<file path="config.mk">
export PLATFORM = sky130hd
export DESIGN_NAME = printable_string_extractor_unit
export DESIGN_NICKNAME = d
export VERILOG_FILES = /design/src/hw/rtl/pse_pkg.sv /design/src/hw/rtl/pse_pend_cell.sv /design/src/hw/rtl/pse_out_cell.sv /design/src/hw/rtl/printable_string_extractor_unit.sv
export SDC_FILE = /design/constraint.sdc
export NUM_CORES = 1
export LEC_CHECK = 0
export ABC_CLOCK_PERIOD_IN_PS = 6300
export BUFFER_PORTS_ARGS = -buffer_cell sky130_fd_sc_hd__buf_2
export CAP_MARGIN = 20
export CORE_MARGIN = 5
export CORE_UTILIZATION = 45
export CTS_CLUSTER_SIZE = 14
export DETAILED_ROUTE_END_ITERATION = 8
export SLEW_MARGIN = 20
export SYNTH_ARGS = -nofsm -noshare
export SYNTH_HDL_FRONTEND = slang
export SYNTH_HIERARCHICAL = 1
export SYNTH_SLANG_ARGS = --single-unit
export TNS_END_PERCENT = 30
</file>
<file path="constraint.sdc">
create_clock -name clk_i -period 6.3 [get_ports clk_i]
set_input_delay 0.63 -clock clk_i [delete_from_list [all_inputs] [get_ports clk_i]]
set_output_delay 0.63 -clock clk_i [all_outputs]
set_load 0.005 [all_outputs]
</file>
<file path="src/hw/rtl/pse_pkg.sv">
// ----------------------------------------------------------------------------
// pse_pkg : shared definitions for the printable string extractor
// Constants, result entry type and cell control type used by the extractor and its cells.
// ----------------------------------------------------------------------------
package pse_pkg;

  localparam int unsigned PseMinRun   = 4;
  localparam int unsigned ByteW       = 8;
  localparam int unsigned CfgW        = 16;

  localparam logic [ByteW-1:0] PseComma   = 8'h2C;
  localparam logic [ByteW-1:0] PsePrintLo = 8'h20;
  localparam logic [ByteW-1:0] PsePrintHi = 8'h7E;
  localparam logic [CfgW-1:0]  PseMaxOutRst = 16'hFFFF;

  // one result: character, marker flag, last result of its input transaction
  typedef struct packed {
    logic [ByteW-1:0] ch;
    logic             marker;
    logic             last;
  } pse_entry_t;

  // per-cycle control into every output cell
  typedef struct packed {
    logic load;
    logic shift;
  } pse_cell_ctl_t;

endpackage

</file>
<file path="src/hw/rtl/pse_pend_cell.sv">
// ----------------------------------------------------------------------------
// pse_pend_cell : one held byte of a run start
// Takes its upstream byte (the input byte at the head) whenever the chain shifts.
// ----------------------------------------------------------------------------
module pse_pend_cell (
  input  logic                     clk_i,
  input  logic                     en_i,
  input  logic [pse_pkg::ByteW-1:0] d_i,
  output logic [pse_pkg::ByteW-1:0] q_o
);
  import pse_pkg::*;

  logic [ByteW-1:0] data_q, data_d;

  assign data_d = en_i ? d_i : data_q;

  always_ff @(posedge clk_i) begin
    data_q <= data_d;
  end

  assign q_o = data_q;

endmodule

</file>
<file path="src/hw/rtl/pse_out_cell.sv">
// ----------------------------------------------------------------------------
// pse_out_cell : one slot of the output chain
// Loads a fresh result, takes its upstream neighbour on a pop, or holds.
// ----------------------------------------------------------------------------
module pse_out_cell (
  input  logic                   clk_i,
  input  logic                   rst_ni,
  input  pse_pkg::pse_cell_ctl_t ctl_i,
  input  logic                   load_valid_i,
  input  pse_pkg::pse_entry_t    load_ent_i,
  input  logic                   nbr_valid_i,
  input  pse_pkg::pse_entry_t    nbr_ent_i,
  output logic                   valid_o,
  output pse_pkg::pse_entry_t    ent_o
);
  import pse_pkg::*;

  logic       valid_q, valid_d;
  pse_entry_t ent_q, ent_d;

  always_comb begin
    valid_d = valid_q;
    ent_d   = ent_q;
    if (ctl_i.load) begin
      valid_d = load_valid_i;
      ent_d   = load_ent_i;
    end else if (ctl_i.shift) begin
      valid_d = nbr_valid_i;
      ent_d   = nbr_ent_i;
    end
  end

  always_ff @(posedge clk_i or negedge rst_ni) begin
    if (!rst_ni) begin
      valid_q <= 1'b0;
    end else begin
      valid_q <= valid_d;
    end
  end

  always_ff @(posedge clk_i) begin
    ent_q <= ent_d;
  end

  assign valid_o = valid_q;
  assign ent_o   = ent_q;

endmodule

</file>
<file path="src/hw/rtl/printable_string_extractor_unit.sv">
// ----------------------------------------------------------------------------
// printable_string_extractor_unit : printable ASCII run extraction
// Emits every printable run of at least MIN_RUN bytes, comma separated, at
// most max_output characters per buffer, and an end marker at each buffer end.
// ----------------------------------------------------------------------------
//
//  channel  | dir | payload                         | handshake
//  ---------+-----+---------------------------------+-------------------------
//  s_axis   | in  | tdata=byte_in, tlast=last_byte  | tvalid/tready
//  m_axis   | out | tdata=char_out, tuser=is_marker,| tvalid/tready
//           |     | tlast=last_of_item              |
//  cfg      | in  | cfg_wdata_i = max_output        | cfg_we_i, no wait
//
//  Flow: one input transaction per cycle while each byte causes at most one
//  result and the sink is ready. A run release (up to MIN_RUN bytes, plus a
//  marker at buffer end) loads the output chain and holds s_axis_tready low
//  until the chain has drained to one entry; the single output head, one
//  result per cycle while the sink is ready, sets how long that lasts.
//  Reset: run length, emitted count and chain valid bits clear; held bytes are
//  not reset. No clearing pass.
//  Stalls: s_axis_tready depends only on chain occupancy, never on
//  m_axis_tready.
//
// ----------------------------------------------------------------------------
module printable_string_extractor_unit #(
  parameter int unsigned MIN_RUN = pse_pkg::PseMinRun
) (
  input  logic                      clk_i,
  input  logic                      rst_ni,
  // configuration: max_output
  input  logic                      cfg_we_i,
  input  logic [pse_pkg::CfgW-1:0]  cfg_wdata_i,
  // input stream
  input  logic                      s_axis_tvalid,
  output logic                      s_axis_tready,
  input  logic [7:0]                s_axis_tdata,   // [7:0] byte_in
  input  logic                      s_axis_tlast,   // last_byte
  // result stream
  output logic                      m_axis_tvalid,
  input  logic                      m_axis_tready,
  output logic [7:0]                m_axis_tdata,   // [7:0] char_out
  output logic                      m_axis_tuser,   // [0] is_marker
  output logic                      m_axis_tlast    // last_of_item
);
  import pse_pkg::*;

  localparam int unsigned RunW   = $clog2(MIN_RUN + 1);
  localparam int unsigned CntW   = $clog2(MIN_RUN + 2);
  localparam int unsigned PendN  = MIN_RUN - 1;
  localparam int unsigned BurstN = MIN_RUN + 1;   // most results per byte
  localparam int unsigned Depth  = BurstN + 1;    // one slot of slack

  // --------------------------------------------------------------------------
  // State
  // --------------------------------------------------------------------------
  logic [CfgW-1:0] max_q, max_d;
  logic [CfgW-1:0] cnt_q, cnt_d;
  logic [RunW-1:0] rl_q, rl_d;

  logic             accept, pop;
  logic [ByteW-1:0] b;
  logic             last, printable;
  logic             confirmed, completes;

  assign b         = s_axis_tdata;
  assign last      = s_axis_tlast;
  assign printable = (b >= PsePrintLo) && (b <= PsePrintHi);
  assign confirmed = (rl_q == RunW'(MIN_RUN));
  assign completes = (rl_q == RunW'(MIN_RUN - 1));

  // --------------------------------------------------------------------------
  // Held run start: shift chain, oldest byte ends up in the far cell
  // --------------------------------------------------------------------------
  logic [ByteW-1:0] pend [PendN];
  logic             pend_shift;

  assign pend_shift = accept && printable && !confirmed && !completes;

  for (genvar k = 0; k < PendN; k++) begin : g_pend
    if (k == 0) begin : g_head
      pse_pend_cell u_cell (
        .clk_i (clk_i),
        .en_i  (pend_shift),
        .d_i   (b),
        .q_o   (pend[k])
      );
    end else begin : g_body
      pse_pend_cell u_cell (
        .clk_i (clk_i),
        .en_i  (pend_shift),
        .d_i   (pend[k-1]),
        .q_o   (pend[k])
      );
    end
  end

  // --------------------------------------------------------------------------
  // Requested characters for this byte, in emission order
  // --------------------------------------------------------------------------
  logic [ByteW-1:0] seq_ch [MIN_RUN];
  logic [CntW-1:0]  req;

  always_comb begin
    for (int j = 0; j < MIN_RUN; j++) begin
      seq_ch[j] = '0;
    end
    req = '0;
    if (printable && completes) begin
      // release the held bytes oldest first, then this byte
      for (int j = 0; j < PendN; j++) begin
        seq_ch[j] = pend[PendN-1-j];
      end
      seq_ch[MIN_RUN-1] = b;
      req = CntW'(MIN_RUN);
    end else if (printable && confirmed) begin
      seq_ch[0] = b;
      req = CntW'(1);
    end else if (!printable && confirmed) begin
      seq_ch[0] = PseComma;
      req = CntW'(1);
    end
  end

  // limit: cut the request at what is left of max_output
  logic [CfgW-1:0] room;
  logic [CntW-1:0] n_emit, n_total, n_last;

  assign room    = (cnt_q < max_q) ? (max_q - cnt_q) : '0;
  assign n_emit  = ({{(CfgW-CntW){1'b0}}, req} <= room) ? req : room[CntW-1:0];
  assign n_total = n_emit + CntW'(last);
  assign n_last  = n_total - CntW'(1);

  // --------------------------------------------------------------------------
  // Burst of results, compacted, one extra empty slot at the top
  // --------------------------------------------------------------------------
  logic       burst_vld [Depth];
  pse_entry_t burst_ent [Depth];

  for (genvar j = 0; j < Depth; j++) begin : g_burst
    logic is_char;
    if (j < MIN_RUN) begin : g_ch
      assign is_char = (CntW'(j) < n_emit);
      assign burst_ent[j].ch = is_char ? seq_ch[j] : '0;
    end else begin : g_noch
      assign is_char = 1'b0;
      assign burst_ent[j].ch = '0;
    end
    if (j < BurstN) begin : g_in
      assign burst_vld[j] = is_char || (last && (CntW'(j) == n_emit));
      assign burst_ent[j].last = (CntW'(j) == n_last);
    end else begin : g_pad
      assign burst_vld[j] = 1'b0;
      assign burst_ent[j].last = 1'b0;
    end
    assign burst_ent[j].marker = !is_char;
  end

  // --------------------------------------------------------------------------
  // Output chain of cells; slot 0 drives the master side
  // --------------------------------------------------------------------------
  logic       cell_vld [Depth];
  pse_entry_t cell_ent [Depth];
  logic       base;   // first free slot after this cycle's pop (0 or 1)

  assign pop           = cell_vld[0] && m_axis_tready;
  assign s_axis_tready = !cell_vld[1];
  assign accept        = s_axis_tvalid && s_axis_tready;
  assign base          = cell_vld[0] && !pop;

  for (genvar i = 0; i < Depth; i++) begin : g_out
    pse_cell_ctl_t ctl;
    logic          ld_vld;
    pse_entry_t    ld_ent;
    logic          nb_vld;
    pse_entry_t    nb_ent;

    if (i == 0) begin : g_first
      assign ctl.load = accept && !base;
      assign ld_vld   = burst_vld[0];
      assign ld_ent   = burst_ent[0];
    end else begin : g_rest
      assign ctl.load = accept;
      assign ld_vld   = base ? burst_vld[i-1] : burst_vld[i];
      assign ld_ent   = base ? burst_ent[i-1] : burst_ent[i];
    end

    if (i == Depth - 1) begin : g_end
      assign nb_vld = 1'b0;
      assign nb_ent = '0;
    end else begin : g_mid
      assign nb_vld = cell_vld[i+1];
      assign nb_ent = cell_ent[i+1];
    end

    assign ctl.shift = pop;

    pse_out_cell u_cell (
      .clk_i        (clk_i),
      .rst_ni       (rst_ni),
      .ctl_i        (ctl),
      .load_valid_i (ld_vld),
      .load_ent_i   (ld_ent),
      .nbr_valid_i  (nb_vld),
      .nbr_ent_i    (nb_ent),
      .valid_o      (cell_vld[i]),
      .ent_o        (cell_ent[i])
    );
  end

  assign m_axis_tvalid = cell_vld[0];
  assign m_axis_tdata  = cell_ent[0].ch;
  assign m_axis_tuser  = cell_ent[0].marker;
  assign m_axis_tlast  = cell_ent[0].last;

  // --------------------------------------------------------------------------
  // Run length, emitted count, limit register
  // --------------------------------------------------------------------------
  always_comb begin
    rl_d  = rl_q;
    cnt_d = cnt_q;
    max_d = cfg_we_i ? cfg_wdata_i : max_q;
    if (accept) begin
      cnt_d = cnt_q + {{(CfgW-CntW){1'b0}}, n_emit};
      if (!printable) begin
        rl_d = '0;
      end else if (completes) begin
        rl_d = RunW'(MIN_RUN);
      end else if (!confirmed) begin
        rl_d = rl_q + RunW'(1);
      end
      if (last) begin
        rl_d  = '0;
        cnt_d = '0;
      end
    end
  end

  always_ff @(posedge clk_i or negedge rst_ni) begin
    if (!rst_ni) begin
      max_q <= PseMaxOutRst;
      cnt_q <= '0;
      rl_q  <= '0;
    end else begin
      max_q <= max_d;
      cnt_q <= cnt_d;
      rl_q  <= rl_d;
    end
  end

endmodule

</file>
==> summary.txt, run 1 <==
Status
  • Outcome: finished clean

Timing
  • Final Setup Violations: 0
  • Final Hold Vio Count: 0
  • RSZ-0062 raised after global routing: false
  • Worst clock skew: 0.00770 ns
  • Fmax: 0.173 GHz
  • Final TNS setup: 0 ns
  • Final Max Tran Viols: 0
  • Final min period: 5.79 ns
  • Relative slew slack: 29.5%
  • Worst-Margin Slew: 1.05 ns
  • Fin crit share: 91.8%

GRT
  • GRT Overall Usage: 17.6%
  • First-pass GRT wire length: 27400 um
  • Antenna violations before repair: 0
  • Vias in the first global route: 5248
  • Largest net degree at the start of global routing: 46
  • Total grt overflow: 0

Pwr
  • Pwr per Cell Area: 314 nW/um^2
  • Cell-internal power: 1.92 mW
  • Clock power frac: 35.9%
  • Static leakage: 3.34 nW
  • Combinational Power Share: 20.9%
  • Total power: 2.65 mW
  • Switch share: 27.3%
  • P_sw: 0.724 mW
  • Worst VDD drop: 0.216 mV
  • Sequential power share: 43.2%

Clock tree
  • Clock-pin transition on the worst setup and hold timing paths: 0.06 ns
  • CTS H-tree lvls: 4
  • Clock Tree Buf Depth: 2
  • CTS tree: yes
  • Clock Sinks: 125
  • Hold_buf cts: 0
  • Postcts setup bufs: 0
  • PostCTS Resize Cnt: 0
  • Clock root cell: clkbuf_16
  • Total CTS buffers: 17
  • Worst-skew pair later-pin latency: 0.41 ns

Die
  • Core box area: 16000 um^2
  • Ports: 42
  • Die X: 138 um
  • Die height: 138 um
  • Initial Util: 46.3%
  • Row count: 46
  • Die area: 19100 um^2

Cells and area
  • Fin nets: 768
  • Commonest non-fill, non-tap cell in the layout: edfxtp_1
  • Share of cells above drive strength 1: 25.0%
  • Area growth syn-to-layout: 13.9%
  • Most frequent cells in the layout: edfxtp_1 (84), nand2_1 (54), nor2_1 (44), mux2_4 (42), buf_2 (41)
  • Design area: 8440 um^2
  • Filler cells: 1475
  • Diodes inserted: 0

Synth
  • Synthesis Warnings: 6
  • Simple-Gate Fraction of Synth Area: 13.7%
  • Post-synth EDFFs: 84
  • Synth area leaders: edfxtp_1 (34%), mux2_4 (8.5%), dfrtp_1 (8.4%), dfstp_2 (5.7%), mux2_2 (4.9%)
  • Post-Synth Adder-Cell Area: 4.93%
  • Largest family of logic cells by synthesized area: multiplexers
  • Synth Area in Compound Gates: 12.1%
  • Synth async-reset ratio: 32.8%
  • Synth Area in XOR/XNOR: 2.23%
  • Mapped Area: 7400 um^2
  • Primary FF master, synth: edfxtp_1
  • Post-Syn Instances: 650
  • Post-synthesis mux area share: 14.9%
  • Number of synthesized register bits: 125
  • Yosys cell types: 75
  • Top cell type by total area after synthesis: edfxtp_1
  • Post-synth top area share: 34.1%
  • Seq/Total Area, Yosys: 48.2%
  • Mapped Avg Cell Area: 11.4 um^2

Detailed routing
  • Total Wirelength: 16600 um
  • DR vias: 5173
  • Drt initial violations: 382
  • Drt first pass iters: 5
  • Post-DR vias/cell: 5.51
  • ANT nets after route: 0
  • Routed len/inst: 17.7 um
  • Post-route DRC: 0

Critical path
  • Critical path depth: 26
  • Crit path DAT: 6.05 ns
  • Worst-path fanout max: 7
  • WP data required: 6.56 ns
  • Max stage delay cell, worst path: dfstp_2
  • Reg2Reg Depth: 26
  • Crit. End Element: flop
  • Crit Path Category: reg2reg
  • Crit path top cell by count: a21oi_1
  • Slowest stage delay, CP: 0.51 ns
  • Buf+Inv Stages, Crit Path: 3
  • Startpoint types: flop
  • Cell family with the largest share of critical-path delay: compound AO/OA/AOI/OAI gates

Worst hold path
  • Hold Path Class: in2async

Placement
  • DP HPWL: 12100 um
  • Dpl cell area: 7850 um^2
  • Port Buffer Count: 41
  • GPL Wtd Cong: 0.881

Run
  • Max-Cap Viols: 0
power by group through the flow:
stage	Combinational (mW)	Clock (mW)	Sequential, mW
CTS	0.556	0.976	1.14
detailed placement	0.554	0	1.16
finish	0.554	0.950	1.14
global placement	0.545	0	1.15
global route	0.608	1.01	1.16
floorplan	0.425	0	1.14
state kept, by name (all words and copies together), names as in the netlist:
signal	cells
g_out.u_cell/valid_o	6
g_pend.g_head.u_cell/q_o	8
g_out.u_cell/ent_o	60
rl_q	3
g_pend.g_body.u_cell/q_o	16
cnt_q	16
max_q	16
final cells by class:
class / count / area, um^2 / area share [%]
Multi-Input combinational cell: 484 / 3650 / 43.2
Sequential cell: 125 / 3570 / 42.3
Clock buffer: 18 / 429 / 5.09
Tap cell: 216 / 270 / 3.20
Timing Repair Buffer: 47 / 250 / 2.97
Clock inverter: 14 / 141 / 1.68
Inverter: 35 / 131 / 1.56
worst paths after layout:
path | start | endpoint | slack (ns)
worst min register to register | g_pend[0].g_head.u_cell/q_o[6] | g_pend[1].g_body.u_cell/q_o[6] | 0.49
max in group asynchronous | rst_ni | g_out[3].u_cell/valid_o | 5.33
worst min-delay path | rst_ni | cnt_q[15] | 0.37
worst max register to register | max_q[0] | cnt_q[8] | 0.51
worst max-delay path | max_q[0] | cnt_q[8] | 0.51
min in group clk_i | s_axis_tdata[7] | g_pend[0].g_head.u_cell/q_o[7] | 0.42
cell families after synthesis:
family / count (synthesis)
adders and majority gates: 28
other: 2
buffers and inverters: 60
muxes: 85
xor gates and xnor gates: 18
AOI/OAI and AO/OA: 130
DFF: 125
and+or+nand+nor: 202
through the flow:
step / hold slack (ns) / setup slack, ns / utilization (%) / instances
3_3_place_gp: 0.468 / 0.497 / 49.0 / 907
2_1_floorplan: 0.334 / 1.04 / - / 669
5_1_grt: 0.400 / 0.0448 / 52.7 / 939
3_5_place_dp: 0.478 / 0.149 / 49.0 / 907
6_report: 0.369 / 0.514 / 52.7 / 939
4_1_cts: 0.391 / 0.122 / 52.6 / 939
layer usage:
| metal | global-route usage (%) | vias to the layer above | routed length, um |
|---|---|---|---|
| met5 | 0 | - | 0 |
| met3 | 4.45 | 24 | 922 |
| met4 | 5.72 | 0 | 257 |
| met2 | 25.5 | 145 | 7380 |
| met1 | 25.9 | 2497 | 8060 |
| li1 | - | 2507 | - |
cells in the mapped netlist, types with 15 or more instances:
master and instances:
dfrtp_1 25, mux2_4 42, edfxtp_1 84, mux2_2 32, ha_1 26, nor2_1 47
nand2_1 54, a21oi_1 24, nand3_1 28, xnor2_1 15, dfstp_2 16, o21ai_0 23
inv_1 33
Note: power is estimated with default switching activity, not from simulation.
==> run 2, diff against run 1 <==
- ABC_CLOCK_PERIOD_IN_PS: 6300 -> 5000
- MAX_ROUTING_LAYER: default -> met4
- TNS_END_PERCENT: 30 -> default
- clock period: 6.3 -> 5 ns (I/O delays scaled with it)
==> run 2 against run 1 <==
Hold slack got worse by 0.30 ns; largest cell class unchanged; global-route usage rose by 1.5 points; final cell count grew 2.8%; via count increased by 2.2%; highest routed layer unchanged.
==> summary.txt, run 2 (synthesized netlist as in run 1, its figures left out) <==
Critical path
  • Reg2Reg Depth: 25
  • Crit path DAT: 5.11 ns
  • Worst-path fanout max: 3
  • Crit Path Category: reg2reg
  • Critical R2R Capture: cnt_q[13]
  • Max stage delay cell, worst path: dfstp_2
  • Startpoint types: flop
  • Cell family with the largest share of critical-path delay: simple AND/OR/NAND/NOR gates
  • Crit path top cell by count: a21oi_2
  • R2R Setup Slk: 0.16 ns
  • Slowest stage delay, CP: 0.52 ns
  • Crit. End Element: flop
  • Critical path depth: 25
  • Worst reg2reg startpoint: max_q[0]
  • WP data required: 5.26 ns
  • Buf+Inv Stages, Crit Path: 2

Timing
  • Final TNS setup: 0 ns
  • WHS: 0.0686 ns
  • Final min period: 4.84 ns
  • Worst clock skew: 0.0156 ns
  • Final Max Tran Viols: 0
  • Fin crit share: 96.8%
  • Worst-Margin Slew: 1.02 ns
  • Final Setup Violations: 0
  • Final Hold Vio Count: 0
  • Relative slew slack: 31.8%
  • Fmax: 0.207 GHz

Detailed routing
  • Drt first pass iters: 6
  • Drt initial violations: 358
  • ANT nets after route: 0
  • Post-DR vias/cell: 5.48
  • Routed len/inst: 18.3 um
  • DR vias: 5288
  • Total Wirelength: 17700 um
  • Post-route DRC: 0

Placement
  • GPL Wtd Cong: 0.891
  • DP HPWL: 12900 um
  • Port Buffer Count: 41
  • Placed Cells incl. Taps: 929

Cells and area
  • Max reg flops: 60
  • Filler cells: 1444
  • Commonest non-fill, non-tap cell in the layout: edfxtp_1
  • Area growth syn-to-layout: 18.9%
  • Fin nets: 794
  • Diodes inserted: 0
  • Non-filler cells, final: 965
  • Most frequent cells in the layout: edfxtp_1 (84), nand2_1 (53), nor2_1 (42), mux2_4 (42), buf_2 (40)
  • Share of cells above drive strength 1: 31.6%

GRT
  • Antenna violations before repair: 0
  • Vias in the first global route: 5309
  • Total grt overflow: 0
  • First-pass GRT wire length: 28500 um
  • Largest net degree at the start of global routing: 46
  • GRT Overall Usage: 19.1%

Run
  • Max-Cap Viols: 0

Pwr
  • Static leakage: 3.52 nW
  • Combinational Power Share: 22.2%
  • Pwr per Cell Area: 388 nW/um^2
  • Worst VDD drop: 0.241 mV
  • Sequential power share: 42.0%
  • Switch share: 28.0%
  • Clock power frac: 35.8%
  • P_sw: 0.958 mW
  • Cell-internal power: 2.46 mW

Die
  • Row count: 46
  • Initial Util: 46.3%
  • Die height: 138 um
  • Ports: 42
  • Die X: 138 um
  • Core box area: 16000 um^2
  • Die area: 19100 um^2

Clock tree
  • Clock Tree Buf Depth: 2
  • Clock-pin transition on the worst setup and hold timing paths: 0.06 ns
  • Total CTS buffers: 17
  • Clock root cell: clkbuf_16
  • Worst-skew pair later-pin latency: 0.42 ns
  • CTS H-tree lvls: 4
  • Clock Sinks: 125
  • CTS tree: yes

Worst hold path
  • Hold Path Class: in2async

Status
  • Outcome: finished clean
[run 2: cell count changes in the layout (fill, tap and decap cells not counted), sizes merged]
cell,delta
clkbuf,-1
inv,+2
clkinv,+3
buf,+26
clkinvlp,-4
[run 2: stage by stage]
| stage | cell area (um^2) | setup WS (ns) | util, % | power, mW |
|---|---|---|---|---|
| detailed placement | 8040 | -0.123 | 50.2 | 2.19 |
| floorplan | 7500 | 0.0102 | - | 1.98 |
| global route | 8810 | -0.0567 | 55.0 | 3.58 |
| CTS | 8670 | 0.0110 | 54.2 | 3.44 |
| global placement | 8040 | 0.0676 | 50.2 | 2.17 |
| finish | 8810 | 0.158 | 55.0 | 3.42 |
[run 2: worst max path at each step]
stage	from	endpoint	slack [ns]
finish	max_q[0]	cnt_q[13]	0.16
CTS	max_q[0]	cnt_q[13]	0.01
detailed placement	max_q[0]	cnt_q[8]	-0.12
global route	max_q[0]	cnt_q[13]	-0.06
global placement	max_q[0]	cnt_q[8]	0.07
floorplan	max_q[0]	cnt_q[8]	0.01
[run 2: what timing repair did]
item                                    4_1_cts  5_1_grt
hold buffers                                  0        0
endpoints found under the setup margin       13       24
pin swaps                                     4       12
buffers inserted                              0        4
gates resized for setup                      10       21
[run 2: area by class of cell]
type                       count  area (um^2)  area share [%]
clock buffer                  17          425            4.83
multi-input combinational    484         3800            43.2
inverter                      35          131            1.49
timing repair buffer          73          448            5.09
clock inverter                15          161            1.83
sequential                   125         3570            40.5
tap                          216          270            3.07
[run 2: worst register-to-register path: cells and delay by family (launching register included)]
family | cells | cell delay (ns)
adder cells (fa/ha/maj) | 4 | 1.12
buffers and inverters | 2 | 0.19
flip-flops | 1 | 0.52
AND/OR/NAND/NOR | 9 | 1.21
multiplexers | 1 | 0.33
AO/OA/AOI/OAI | 8 | 1.19
XOR/XNOR | 1 | 0.13
[run 2: routing by layer]
metal / GRT usage (%) / wire (um) / vias to the layer above
li1: - / - / 2556
met1: 27.3 / 8860 / 2581
met2: 27.4 / 7790 / 137
met3: 4.69 / 852 / 14
met4: 4.78 / 150 / 0
met5: - / 0 / -
[run 2: power groups by stage]
stage	clock network, mW	logic [mW]	registers (mW)
6_report	1.22	0.761	1.44
5_1_grt	1.30	0.827	1.46
4_1_cts	1.26	0.745	1.44
3_5_place_dp	0	0.735	1.46
3_3_place_gp	0	0.723	1.45
2_1_floorplan	0	0.538	1.44
==> run 3, diff against run 2 <==
- REMOVE_ABC_BUFFERS: default -> 1
==> run 3 against run 2 <==
Global-route usage is 0.60 points lower; critical path type unchanged; die area stayed put; core utilization is 0.52 points higher; count of clock-buffer cells in the layout is 2 higher.
==> summary.txt, run 3 (synthesized netlist as in run 1, its figures left out) <==
Pwr
  • Cell-internal power: 2.50 mW
  • Sequential power share: 42.2%
  • Combinational Power Share: 22.3%
  • Pwr per Cell Area: 383 nW/um^2
  • Worst VDD drop: 0.254 mV
  • P_sw: 0.900 mW
  • Switch share: 26.4%
  • Static leakage: 3.57 nW
  • Clock power frac: 35.5%

Die
  • Die height: 138 um
  • Ports: 42
  • Die X: 138 um
  • Core box area: 16000 um^2
  • Die area: 19100 um^2
  • Initial Util: 46.3%
  • Row count: 46

GRT
  • First-pass GRT wire length: 27800 um
  • Largest net degree at the start of global routing: 42
  • Antenna violations before repair: 0
  • Total grt overflow: 0
  • Vias in the first global route: 5187
  • GRT Overall Usage: 18.5%

Cells and area
  • Design area: 8890 um^2
  • Area growth syn-to-layout: 20.1%
  • Commonest non-fill, non-tap cell in the layout: edfxtp_1
  • Most frequent cells in the layout: edfxtp_1 (84), nand2_1 (52), nor2_1 (42), mux2_4 (42), buf_2 (41)
  • Diodes inserted: 0
  • Max reg flops: 60
  • Share of cells above drive strength 1: 32.5%
  • Fin nets: 800

Placement
  • Dpl cell area: 8060 um^2
  • Port Buffer Count: 41
  • DP HPWL: 12600 um
  • GPL Wtd Cong: 0.862
  • Dpl ws: -0.343 ns

Clock tree
  • Worst-skew pair later-pin latency: 0.42 ns
  • CTS H-tree lvls: 4
  • Clock-pin transition on the worst setup and hold timing paths: 0.05 ns
  • Clock root cell: clkbuf_16
  • Total CTS buffers: 17
  • CTS tree: yes
  • Hold_buf cts: 0
  • Clock Sinks: 125
  • Clock Tree Buf Depth: 2

Critical path
  • Reg2Reg Depth: 26
  • Startpoint types: flop
  • WP data required: 5.26 ns
  • Crit Path Category: reg2reg
  • Crit path DAT: 5.14 ns
  • Worst reg2reg startpoint: max_q[0]
  • Worst-path fanout max: 4
  • R2R Setup Slk: 0.12 ns
  • Crit. End Element: flop
  • Critical R2R Capture: cnt_q[8]

Timing
  • Worst clock skew: 0.0114 ns
  • Worst-Margin Slew: 1.06 ns
  • Relative slew slack: 29.0%
  • Fin crit share: 97.6%
  • Final Max Tran Viols: 0
  • Final Hold Vio Count: 0
  • Final Setup Violations: 0
  • Final min period: 4.88 ns
  • Fmax: 0.205 GHz
  • Final TNS setup: 0 ns
  • Post-route setup slack: 0.120 ns
  • RSZ-0062 raised after global routing: true

Detailed routing
  • Routed len/inst: 17.8 um
  • Drt first pass iters: 5
  • ANT nets after route: 0
  • Total Wirelength: 17300 um
  • DR vias: 5290
  • Drt initial violations: 353
  • Post-route DRC: 0
  • Post-DR vias/cell: 5.45

Status
  • Outcome: finished clean

Run
  • Max-Cap Viols: 0

Worst hold path
  • Hold Path Class: in2async
run 3: routing by layer:
| metal | part of all wire [%] | routed length (um) | GRT usage (%) |
|---|---|---|---|
| met4 | 0.46 | 79 | 3.80 |
| met2 | 42 | 7350 | 24.8 |
| met5 | 0 | 0 | - |
| met3 | 5.5 | 957 | 5.07 |
| met1 | 52 | 8920 | 27.9 |
run 3: layout make-up:
class / count / area [um^2]
Sequential cell: 125 / 3570
Clock inverter: 12 / 146
Timing Repair Buffer: 79 / 503
Clock buffer: 19 / 433
Inverter: 35 / 131
Fill cell: 1424 / 7110
Multi-Input combinational cell: 484 / 3840
Tap cell: 216 / 270
run 3: worst max path at each step:
stage	start	end	slack (ns)
after floorplan	max_q[0]	cnt_q[15]	-0.34
after global placement	max_q[0]	cnt_q[8]	-0.14
after detailed placement	max_q[0]	cnt_q[8]	-0.34
after CTS	max_q[0]	cnt_q[14]	0.03
after global routing	max_q[0]	cnt_q[8]	-0.08
final	max_q[0]	cnt_q[8]	0.12
run 3: what timing repair did:
item                       4_1_cts  5_1_grt
pin swaps                        5       23
resized for setup               12       31
setup endpoints to repair       18       24
setup buffers                    1        3
run 3: critical path: stages, from the launching register on:
cell      delay (ns)
dfstp_2         0.52
inv_2           0.05
ha_4            0.16
fa_2            0.38
nand2b_4        0.16
a21oi_4         0.14
a21oi_2         0.08
nor2b_1         0.15
a211oi_2        0.05
a31o_2          0.23
nand2b_4        0.15
ha_4            0.28
nor2b_4         0.14
a21oi_2         0.06
a311oi_2        0.28
nand2b_1        0.17
o31ai_4         0.27
ha_2            0.24
inv_2           0.04
fa_2            0.35
inv_2           0.08
a21oi_2         0.06
nor2_4          0.13
nand2_2         0.09
nor4_4          0.25
xnor2_1         0.15
nor2_1          0.05
run 3: stage by stage:
stage / util, % / std cells / total power [mW] / hold WS, ns
after CTS: 54.4 / 966 / 3.42 / 0.270
after detailed placement: 50.3 / 934 / 2.18 / 0.475
after global routing: 55.6 / 970 / 3.57 / 0.0221
after floorplan: - / 644 / 1.96 / 0.204
after global placement: 50.3 / 934 / 2.17 / 0.467
final: 55.6 / 970 / 3.40 / 0.00589
run 3: power by group through the flow:
| stage | Sequential (mW) | Clock [mW] | Combinational [mW] |
|---|---|---|---|
| floorplan | 1.44 | 0 | 0.519 |
| global placement | 1.45 | 0 | 0.719 |
| detailed placement | 1.46 | 0 | 0.727 |
| CTS | 1.44 | 1.24 | 0.740 |
| global route | 1.45 | 1.29 | 0.826 |
| finish | 1.44 | 1.21 | 0.759 |
